### config.mk
export PLATFORM = sky130hd
export DESIGN_NAME = round_robin_task_scheduler
export DESIGN_NICKNAME = d
export VERILOG_FILES = /design/src/rtl/core/rrts_pkg.sv /design/src/rtl/core/rrts_ram.sv /design/src/rtl/core/round_robin_task_scheduler.sv
export SDC_FILE = /design/constraint.sdc
export NUM_CORES = 2
export LEC_CHECK = 0
export BUFFER_PORTS_ARGS = -buffer_cell sky130_fd_sc_hd__buf_2
export CORE_MARGIN = 3
export CORE_UTILIZATION = 57
export CTS_CLUSTER_SIZE = 30
export DETAILED_ROUTE_END_ITERATION = 12
export PLACE_DENSITY = 0.76
export SYNTH_ARGS = -nofsm -noshare
export SYNTH_HDL_FRONTEND = slang
export SYNTH_SLANG_ARGS = --single-unit
### constraint.sdc
create_clock -name clock -period 7.6 [get_ports clock]
set_input_delay 0.38 -clock clock [delete_from_list [all_inputs] [get_ports clock]]
set_output_delay 0.38 -clock clock [all_outputs]
set_load 0.005 [all_outputs]
### src/rtl/core/rrts_pkg.sv
// Shared constants, opcodes and sequencer states for the round-robin task scheduler.
package rrts_pkg;

   localparam int MAX_TASKS_DEFAULT = 16;
   localparam int TASK_W            = 4;
   localparam int TIME_W            = 64;
   localparam int TICKS_W           = 32;

   localparam logic STATUS_OK   = 1'b0;
   localparam logic STATUS_FULL = 1'b1;

   typedef enum logic [1:0] {
      OP_SCHEDULE = 2'd0,
      OP_SLEEP    = 2'd1,
      OP_ADD      = 2'd2
   } opcode_type;

   typedef enum logic [2:0] {
      ST_IDLE,
      ST_PARK,
      ST_ADD,
      ST_ADD_TAIL,
      ST_SCAN,
      ST_ROT_RD,
      ST_ROT_WR,
      ST_REPLY
   } state_type;

endpackage

### src/rtl/core/rrts_ram.sv
// Simple dual-port synchronous RAM, one write and one registered read port.
module rrts_ram #(
   parameter int WIDTH = 4,
   parameter int DEPTH = 16
) (
   input  logic                     clock,
   input  logic                     wr_en,
   input  logic [$clog2(DEPTH)-1:0] wr_addr,
   input  logic [WIDTH-1:0]         wr_data,
   input  logic                     rd_en,
   input  logic [$clog2(DEPTH)-1:0] rd_addr,
   output logic [WIDTH-1:0]         rd_data
);

   logic [WIDTH-1:0] mem [DEPTH];

   always_ff @(posedge clock) begin
      if (wr_en) begin
         mem[wr_addr] <= wr_data;
      end
      if (rd_en) begin
         rd_data <= mem[rd_addr];
      end
   end

endmodule

### src/rtl/core/round_robin_task_scheduler.sv
// Round-robin task scheduler top level: sequencer around ready, sleep and wake-time RAMs.
//
//   channel   ports                                         handshake
//   request   req_opcode, req_now_time, req_sleep_ticks     start / busy
//   response  rsp_running_task, rsp_new_task, rsp_status    rsp_valid strobe
//
// One request in flight at a time; busy stays high from accept through the response strobe.
// Schedule runs the wake scan, then rotates the ready head unless no task is ready.
// The wake scan streams one sleep entry per cycle through the sleep and wake-time RAMs.
// Sleep parks the running task first; add may fix the tail; an unused opcode only replies.
// Reset is synchronous; the RAMs need no clearing since no entry is read before it is written.
// The response is a one-cycle strobe that cannot be stalled.
module round_robin_task_scheduler import rrts_pkg::*; #(
   parameter int MAX_TASKS = MAX_TASKS_DEFAULT
) (
   input  logic               clock,
   input  logic               reset,
   input  logic               start,
   output logic               busy,
   input  logic [1:0]         req_opcode,
   input  logic [TIME_W-1:0]  req_now_time,
   input  logic [TICKS_W-1:0] req_sleep_ticks,
   output logic               rsp_valid,
   output logic [TASK_W-1:0]  rsp_running_task,
   output logic [TASK_W-1:0]  rsp_new_task,
   output logic               rsp_status
);

   localparam int IW = $clog2(MAX_TASKS);
   localparam int CW = $clog2(MAX_TASKS + 1);

   state_type state_ff, state_in;

   logic [IW-1:0]      head_ff, head_in;
   logic [CW-1:0]      count_ff, count_in;
   logic [CW-1:0]      slp_cnt_ff, slp_cnt_in;
   logic [IW-1:0]      cur_ff, cur_in;
   logic [CW-1:0]      next_id_ff, next_id_in;
   logic [CW-1:0]      scan_idx_ff, scan_idx_in;
   logic [CW-1:0]      kept_ff, kept_in;
   logic               s1_vld_ff, s1_vld_in;
   logic               s2_vld_ff, s2_vld_in;

   logic [TIME_W-1:0]  now_ff, now_in;
   logic [TICKS_W-1:0] ticks_ff, ticks_in;
   logic [IW-1:0]      new_id_ff, new_id_in;
   logic               status_ff, status_in;
   logic [IW-1:0]      tail_ff, tail_in;
   logic [IW-1:0]      s2_id_ff, s2_id_in;

   logic               ring_we, ring_re;
   logic [IW-1:0]      ring_waddr, ring_raddr, ring_wdata, ring_rdata;
   logic               slp_we, slp_re;
   logic [IW-1:0]      slp_waddr, slp_raddr, slp_wdata, slp_rdata;
   logic               wake_we, wake_re;
   logic [IW-1:0]      wake_waddr, wake_raddr;
   logic [TIME_W-1:0]  wake_wdata, wake_rdata;

   logic               ring_live, ring_room, slp_room, add_full;
   logic               issue, scan_done, wake_hit;
   logic [IW-1:0]      pos_cnt, pos_last, head_next;

   function automatic logic [IW-1:0] ring_pos(input logic [IW-1:0] base,
                                              input logic [CW-1:0] k);
      logic [CW:0] sum;
      sum = (CW+1)'(base) + (CW+1)'(k);
      if (sum >= (CW+1)'(MAX_TASKS)) begin
         sum = sum - (CW+1)'(MAX_TASKS);
      end
      return sum[IW-1:0];
   endfunction

   rrts_ram #(.WIDTH(IW), .DEPTH(MAX_TASKS)) u_ready_ram (
      .clock   (clock),
      .wr_en   (ring_we),
      .wr_addr (ring_waddr),
      .wr_data (ring_wdata),
      .rd_en   (ring_re),
      .rd_addr (ring_raddr),
      .rd_data (ring_rdata)
   );

   rrts_ram #(.WIDTH(IW), .DEPTH(MAX_TASKS)) u_sleep_ram (
      .clock   (clock),
      .wr_en   (slp_we),
      .wr_addr (slp_waddr),
      .wr_data (slp_wdata),
      .rd_en   (slp_re),
      .rd_addr (slp_raddr),
      .rd_data (slp_rdata)
   );

   rrts_ram #(.WIDTH(TIME_W), .DEPTH(MAX_TASKS)) u_wake_ram (
      .clock   (clock),
      .wr_en   (wake_we),
      .wr_addr (wake_waddr),
      .wr_data (wake_wdata),
      .rd_en   (wake_re),
      .rd_addr (wake_raddr),
      .rd_data (wake_rdata)
   );

   // The running task, when not idle, is always the ready tail.
   assign ring_live = (cur_ff != '0) && (count_ff != '0);
   assign ring_room = count_ff < CW'(MAX_TASKS);
   assign slp_room  = slp_cnt_ff < CW'(MAX_TASKS);
   assign add_full  = (next_id_ff >= CW'(MAX_TASKS)) || !ring_room;
   assign pos_cnt   = ring_pos(head_ff, count_ff);
   assign pos_last  = ring_pos(head_ff, count_ff - CW'(1));
   assign head_next = (head_ff == IW'(MAX_TASKS - 1)) ? '0 : head_ff + IW'(1);
   assign issue     = scan_idx_ff < slp_cnt_ff;
   assign scan_done = !issue && !s1_vld_ff && !s2_vld_ff;
   assign wake_hit  = wake_rdata <= now_ff;

   always_comb begin
      state_in = state_ff;
      unique case (state_ff)
         ST_IDLE: begin
            if (start) begin
               unique case (req_opcode)
                  OP_SCHEDULE: state_in = ST_SCAN;
                  OP_SLEEP:    state_in = ST_PARK;
                  OP_ADD:      state_in = ST_ADD;
                  default:     state_in = ST_REPLY;
               endcase
            end
         end
         ST_PARK:     state_in = ST_SCAN;
         ST_ADD:      state_in = (!add_full && ring_live) ? ST_ADD_TAIL : ST_REPLY;
         ST_ADD_TAIL: state_in = ST_REPLY;
         ST_SCAN:     state_in = scan_done ? ST_ROT_RD : ST_SCAN;
         ST_ROT_RD:   state_in = (count_ff == '0) ? ST_REPLY : ST_ROT_WR;
         ST_ROT_WR:   state_in = ST_REPLY;
         ST_REPLY:    state_in = ST_IDLE;
         default:     state_in = ST_IDLE;
      endcase
   end

   always_comb begin
      busy             = state_ff != ST_IDLE;
      rsp_valid        = state_ff == ST_REPLY;
      rsp_running_task = TASK_W'(cur_ff);
      rsp_new_task     = TASK_W'(new_id_ff);
      rsp_status       = status_ff;
   end

   always_comb begin
      head_in     = head_ff;
      count_in    = count_ff;
      slp_cnt_in  = slp_cnt_ff;
      cur_in      = cur_ff;
      next_id_in  = next_id_ff;
      scan_idx_in = '0;
      kept_in     = '0;
      s1_vld_in   = 1'b0;
      s2_vld_in   = 1'b0;
      now_in      = now_ff;
      ticks_in    = ticks_ff;
      new_id_in   = new_id_ff;
      status_in   = status_ff;
      tail_in     = tail_ff;
      s2_id_in    = s2_id_ff;
      ring_we     = 1'b0;
      ring_waddr  = pos_cnt;
      ring_wdata  = '0;
      ring_re     = 1'b0;
      ring_raddr  = head_ff;
      slp_we      = 1'b0;
      slp_waddr   = '0;
      slp_wdata   = '0;
      slp_re      = 1'b0;
      slp_raddr   = '0;
      wake_we     = 1'b0;
      wake_waddr  = cur_ff;
      wake_wdata  = '0;
      wake_re     = 1'b0;
      wake_raddr  = '0;

      unique case (state_ff)
         ST_IDLE: begin
            if (start) begin
               now_in    = req_now_time;
               ticks_in  = req_sleep_ticks;
               new_id_in = '0;
               status_in = STATUS_OK;
            end
         end
         ST_PARK: begin
            // Drop the running task off the ready tail and park it.
            if (ring_live) begin
               count_in   = count_ff - CW'(1);
               wake_we    = 1'b1;
               wake_wdata = now_ff + TIME_W'(ticks_ff);
               if (slp_room) begin
                  slp_we     = 1'b1;
                  slp_waddr  = slp_cnt_ff[IW-1:0];
                  slp_wdata  = cur_ff;
                  slp_cnt_in = slp_cnt_ff + CW'(1);
               end
            end
         end
         ST_ADD: begin
            if (add_full) begin
               status_in = STATUS_FULL;
            end else begin
               new_id_in  = next_id_ff[IW-1:0];
               next_id_in = next_id_ff + CW'(1);
               count_in   = count_ff + CW'(1);
               ring_we    = 1'b1;
               // Running task moves one slot out; the new id takes its old slot next cycle.
               ring_wdata = ring_live ? cur_ff : next_id_ff[IW-1:0];
               tail_in    = pos_last;
            end
         end
         ST_ADD_TAIL: begin
            ring_we    = 1'b1;
            ring_waddr = tail_ff;
            ring_wdata = new_id_ff;
         end
         ST_SCAN: begin
            scan_idx_in = scan_idx_ff;
            kept_in     = kept_ff;
            if (issue) begin
               slp_re      = 1'b1;
               slp_raddr   = scan_idx_ff[IW-1:0];
               scan_idx_in = scan_idx_ff + CW'(1);
               s1_vld_in   = 1'b1;
            end
            if (s1_vld_ff) begin
               wake_re    = 1'b1;
               wake_raddr = slp_rdata;
               s2_vld_in  = 1'b1;
               s2_id_in   = slp_rdata;
            end
            // Compaction write trails the read pointer, so the two never collide.
            if (s2_vld_ff) begin
               if (wake_hit) begin
                  if (ring_room) begin
                     ring_we    = 1'b1;
                     ring_wdata = s2_id_ff;
                     count_in   = count_ff + CW'(1);
                  end
               end else begin
                  slp_we    = 1'b1;
                  slp_waddr = kept_ff[IW-1:0];
                  slp_wdata = s2_id_ff;
                  kept_in   = kept_ff + CW'(1);
               end
            end
            if (scan_done) begin
               slp_cnt_in = kept_ff;
            end
         end
         ST_ROT_RD: begin
            if (count_ff == '0) begin
               cur_in = '0;
            end else begin
               ring_re = 1'b1;
            end
         end
         ST_ROT_WR: begin
            ring_we    = 1'b1;
            ring_wdata = ring_rdata;
            head_in    = head_next;
            cur_in     = ring_rdata;
         end
         ST_REPLY: begin
         end
         default: begin
         end
      endcase
   end

   always_ff @(posedge clock) begin
      if (reset) begin
         state_ff    <= ST_IDLE;
         head_ff     <= '0;
         count_ff    <= '0;
         slp_cnt_ff  <= '0;
         cur_ff      <= '0;
         next_id_ff  <= CW'(1);
         scan_idx_ff <= '0;
         kept_ff     <= '0;
         s1_vld_ff   <= 1'b0;
         s2_vld_ff   <= 1'b0;
      end else begin
         state_ff    <= state_in;
         head_ff     <= head_in;
         count_ff    <= count_in;
         slp_cnt_ff  <= slp_cnt_in;
         cur_ff      <= cur_in;
         next_id_ff  <= next_id_in;
         scan_idx_ff <= scan_idx_in;
         kept_ff     <= kept_in;
         s1_vld_ff   <= s1_vld_in;
         s2_vld_ff   <= s2_vld_in;
      end
   end

   always_ff @(posedge clock) begin
      now_ff    <= now_in;
      ticks_ff  <= ticks_in;
      new_id_ff <= new_id_in;
      status_ff <= status_in;
      tail_ff   <= tail_in;
      s2_id_ff  <= s2_id_in;
   end

   a_accept_busy: assert property (@(posedge clock) disable iff (reset)
      (start && !busy) |=> busy)
      else $error("accepted word did not raise busy");

   a_single_strobe: assert property (@(posedge clock) disable iff (reset)
      rsp_valid |=> !rsp_valid)
      else $error("response strobe lasted more than one cycle");

   a_count_bound: assert property (@(posedge clock) disable iff (reset)
      (count_ff <= CW'(MAX_TASKS)) && (slp_cnt_ff <= CW'(MAX_TASKS)))
      else $error("queue count exceeds table size");

   a_running_in_ring: assert property (@(posedge clock) disable iff (reset)
      (state_ff == ST_IDLE && cur_ff != '0) |-> (count_ff != '0))
      else $error("running task not held in ready queue");

   a_scan_pipe: assert property (@(posedge clock) disable iff (reset)
      (s1_vld_ff || s2_vld_ff) |-> (state_ff == ST_SCAN))
      else $error("wake scan pipeline active outside scan");

endmodule

==> qor.txt <==
STA
---------------------------------------------------------------------------------
Highest attainable clock frequency .................................    0.200 GHz
Finish-stage setup viols ...........................................            0
Period utilisation layout ..........................................        66.0%
Final-layout setup total negative slack ............................         0 ns
Post-Route Skew ....................................................    0.0416 ns
Crit path time final ...............................................      5.01 ns
Number of hold violations in the final report ......................            0
Max-slew headroom at the worst pin .................................        15.4%
Setup ws final .....................................................      2.59 ns
Unrepaired setup endpoints after global routing ....................        false
Pin slew with the least headroom to its limit ......................      1.27 ns
Final-report max-slew violation count ..............................            0

WORST SETUP PATH
---------------------------------------------------------------------------------
Number of buffer and inverter stages on the critical path ..........            0
Critical-path maximum fanout .......................................           16
Family with the most delay on the worst path ....................... compound AO/OA/AOI/OAI gates
Kind of critical path ..............................................   reg -> reg
Timing startpoint of the critical path .............................    now_ff[0]
Kind of end point of the critical path .............................     register
CP arrival .........................................................      5.39 ns
Startpoint of the most critical register-to-register path ..........    now_ff[0]
Kind of start point of the critical path ...........................     register
Worst Path Required ................................................      7.98 ns
Largest stage delay, worst path ....................................      0.81 ns
Most frequent CP cell ..............................................      a21oi_1
Critical-path cell list ............................................ ha_1, fa_1, a21oi_1, nand3b_1, a211oi_1, o2111ai_1, a21oi_1, o2111ai_1, or3_1, a21oi_1
Cell type of the slowest stage on the worst timing path ............      a21oi_1

CLOCK NETWORK
---------------------------------------------------------------------------------
Clock tree from TritonCTS ..........................................        built
Number of buffers added by the clock tree synthesis step ...........          138
Deepest clock path buffer count ....................................            3
Clock-pin transition on the worst setup and hold timing paths ......      0.06 ns
Num Clock Sinks ....................................................         1371
Root buffer cell ...................................................    clkbuf_16
Number of H-tree levels ............................................            4
Clock latency of the later-clocked register in the worst-skew pair .      0.76 ns

RUN
---------------------------------------------------------------------------------
Max-Cap Viols ......................................................            0

ROUTE
---------------------------------------------------------------------------------
DRT Wirelength .....................................................       147 mm
DRC marker count from the first detailed-route iteration ...........         4672
DRC errors left ....................................................            0
Post-detailed-route wirelength per cell ............................      28.0 µm
Antenna viol nets, final ...........................................            0
First-pass DRT Iterations ..........................................            7
DR vias/cell .......................................................         6.55
Number of vias after detailed routing ..............................        34300

YOSYS
---------------------------------------------------------------------------------
Count of state elements after synthesis ............................         1371
Yosys synthesis warning count ......................................            0
Unique masters post-synth ..........................................           80
Top cell type's share of synthesized area ..........................        70.5%
Post-Syn Instances .................................................         3545
Avg Cell Area, Syn .................................................     16.0 µm²
Leading post-synthesis cells by cell area .......................... edfxtp_1, mux4_2, a21oi_1, ha_1, nor2_1
Total standard cell area after synthesis ...........................   0.0568 mm²
Async set or reset register ratio after synthesis ..................           0%
Post-synthesis sequential area ratio ...............................        71.8%
EDFF count, synth ..................................................         1333
Dominant synthesized flop cell .....................................     edfxtp_1
Cell type contributing the most total cell area after synthesis ....     edfxtp_1

GLOBAL ROUTE
---------------------------------------------------------------------------------
Pin count of the biggest net entering global routing ...............          196
Number of antenna violations at the first check in global routing ..            0
GRT Util Overall ...................................................        28.2%
Global-route wire length before repair .............................       214 mm
Remaining Overflow, GRT ............................................            0
Vias in the first global route .....................................        33400

DIE
---------------------------------------------------------------------------------
Std-Cell Core Area .................................................   0.0986 mm²
Die outline width ..................................................       322 µm
Cell Rows ..........................................................          115
Boundary Pins ......................................................          112
Area of the die ....................................................    0.103 mm²
Initial core utilization ...........................................        57.6%
Y dimension of the die .............................................       322 µm

PLACEMENT
---------------------------------------------------------------------------------
Post-Place Setup Slack .............................................      2.70 ns
HPWL after detailed placement ......................................      79.3 mm
Count of input and output buffers ..................................          111
RD Place Congestion ................................................        0.887
Number of placed instances with taps included ......................         4885

FINISH
---------------------------------------------------------------------------------
Area growth syn-to-layout ..........................................        13.8%
Post-layout net count ..............................................         4056
Post-Route Utilization .............................................        65.6%
Non-filler cells, final ............................................         5231
Inserted Diodes ....................................................            0
Proportion of layout cells with a drive suffix above 1 .............        16.9%

PWR
---------------------------------------------------------------------------------
Leakage power summed over all cells ................................      20.2 nW
Cell area power density ............................................   272 mW/mm²
Worst IR drop on VDD ...............................................     0.205 mV
Total power after layout ...........................................     0.0176 W

WORST HOLD PATH
---------------------------------------------------------------------------------
Startpoint of the most critical hold path .......................... req_opcode[1]
Worst hold-check path type .........................................    in -> reg

STATUS
---------------------------------------------------------------------------------
Run status ......................................................... complete, no violations

-- cells in the mapped netlist, drive strengths merged, types with 16 or more instances --
| library cell | number |
|---|---|
| a2111oi | 20 |
| a211oi | 18 |
| a21o | 20 |
| a21oi | 351 |
| and2 | 16 |
| buf | 39 |
| clkbuf | 153 |
| dfxtp | 38 |
| edfxtp | 1333 |
| ha | 116 |
| inv | 97 |
| mux2 | 78 |
| mux2i | 75 |
| mux4 | 160 |
| nand2 | 102 |
| nand3 | 31 |
| nand4 | 28 |
| nor2 | 308 |
| nor3 | 38 |
| o21ai | 72 |
| o22a | 64 |
| o22ai | 131 |
| or3 | 26 |
| xnor2 | 29 |
| xor2 | 20 |
-- kinds of logic after synthesis --
logic type                 share of synthesized area [%]
DFF                                                 71.8
AOI/OAI and AO/OA                                   8.56
and+or+nand+nor                                     5.02
muxes                                               9.21
buffers and inverters                               1.98
adders and majority gates                           2.66
xor gates and xnor gates                           0.755
other                                            0.00660
-- routing by layer --
layer / vias up / wire [µm] / track usage (%)
li1: 14600 / - / -
met1: 17300 / 57200 / 40.4
met2: 2114 / 69600 / 44.7
met3: 299 / 15700 / 5.23
met4: 0 / 4010 / 8.72
met5: - / 0 / 0
-- state kept, by name, indices dropped and copies added (netlist names) --
| signal | cells |
|---|---|
| u_sleep_ram.rd_data | 4 |
| rsp_new_task | 4 |
| kept_ff | 5 |
| ticks_ff | 32 |
| state_ff | 3 |
| s2_vld_ff | 1 |
| s2_id_ff | 4 |
| u_ready_ram.rd_data | 4 |
| rsp_status | 1 |
| head_ff | 4 |
| u_ready_ram.mem | 64 |
| tail_ff | 4 |
| now_ff | 64 |
| scan_idx_ff | 5 |
| count_ff | 5 |
| u_sleep_ram.mem | 64 |
| next_id_ff | 5 |
| rsp_running_task | 4 |
| u_wake_ram.rd_data | 64 |
| u_wake_ram.mem | 1024 |
| slp_cnt_ff | 5 |
| s1_vld_ff | 1 |
-- worst paths after layout --
check / end / slack (ns) / cells past startpoint
worst max-delay path: u_wake_ram.mem[2][54] / 2.59 / 10
worst min-delay path: state_ff[2] / 0.13 / 4
worst max register to register: u_wake_ram.mem[2][54] / 2.59 / 10
worst min register to register: scan_idx_ff[4] / 0.54 / 2
-- worst min-delay path, cell delays in order --
cell and delay [ns]:
buf_2 0.10, ha_1 0.12, a21oi_1 0.05, nor3_1 0.16
-- report_power, final --
group / leakage [nW] / switching [W] / total, W / internal [W]
Clock: 2.16 / 0.00282 / 0.00671 / 0.00389
Combinational: 6.95 / 0.00140 / 0.00217 / 0.000769
Sequential: 11.1 / 0.000183 / 0.00870 / 0.00852
Total: 20.2 / 0.00440 / 0.0176 / 0.0132
-- layout make-up --
class | instances | area, µm²
Clock buffer | 170 | 3680
Clock inverter | 78 | 778
Fill cell | 6505 | 33900
Inverter | 99 | 373
Multi-Input combinational cell | 1946 | 15300
Sequential cell | 1371 | 40800
Tap cell | 1287 | 1610
Timing Repair Buffer | 280 | 2100
-- repair_timing --
item                      CTS  global route
resized for setup           0             0
hold buffers               97             0
hold endpoints to repair   97             0
buffers inserted            0             0
-- stage by stage --
stage / hold slack [ns] / instance area, µm²
after floorplan: 0.424 / 57000
after global placement: 0.509 / 59200
after detailed placement: 0.519 / 59200
after CTS: 0.0979 / 64600
after global routing: 0.153 / 64600
final: 0.134 / 64600
-- layout by cell type, fill, tap and decap left out, types with 25 or more instances in the layout --
cell and instances:
nand4_1 28, nand3_1 30, o22ai_1 131, clkinv_1 25, buf_4 68, ha_1 116, mux4_2 160, dlygate4sd3_1 97
inv_1 96, mux2_2 78, buf_2 111, o22a_1 64, clkbuf_16 143, mux2i_1 75, xnor2_1 29, nor2_1 299
o21ai_0 68, clkbuf_1 27, dfxtp_1 38, nand2_1 99, edfxtp_1 1333, conb_1 64, a21oi_1 351, nor3_1 34
Power figures use the tool's default switching activity.
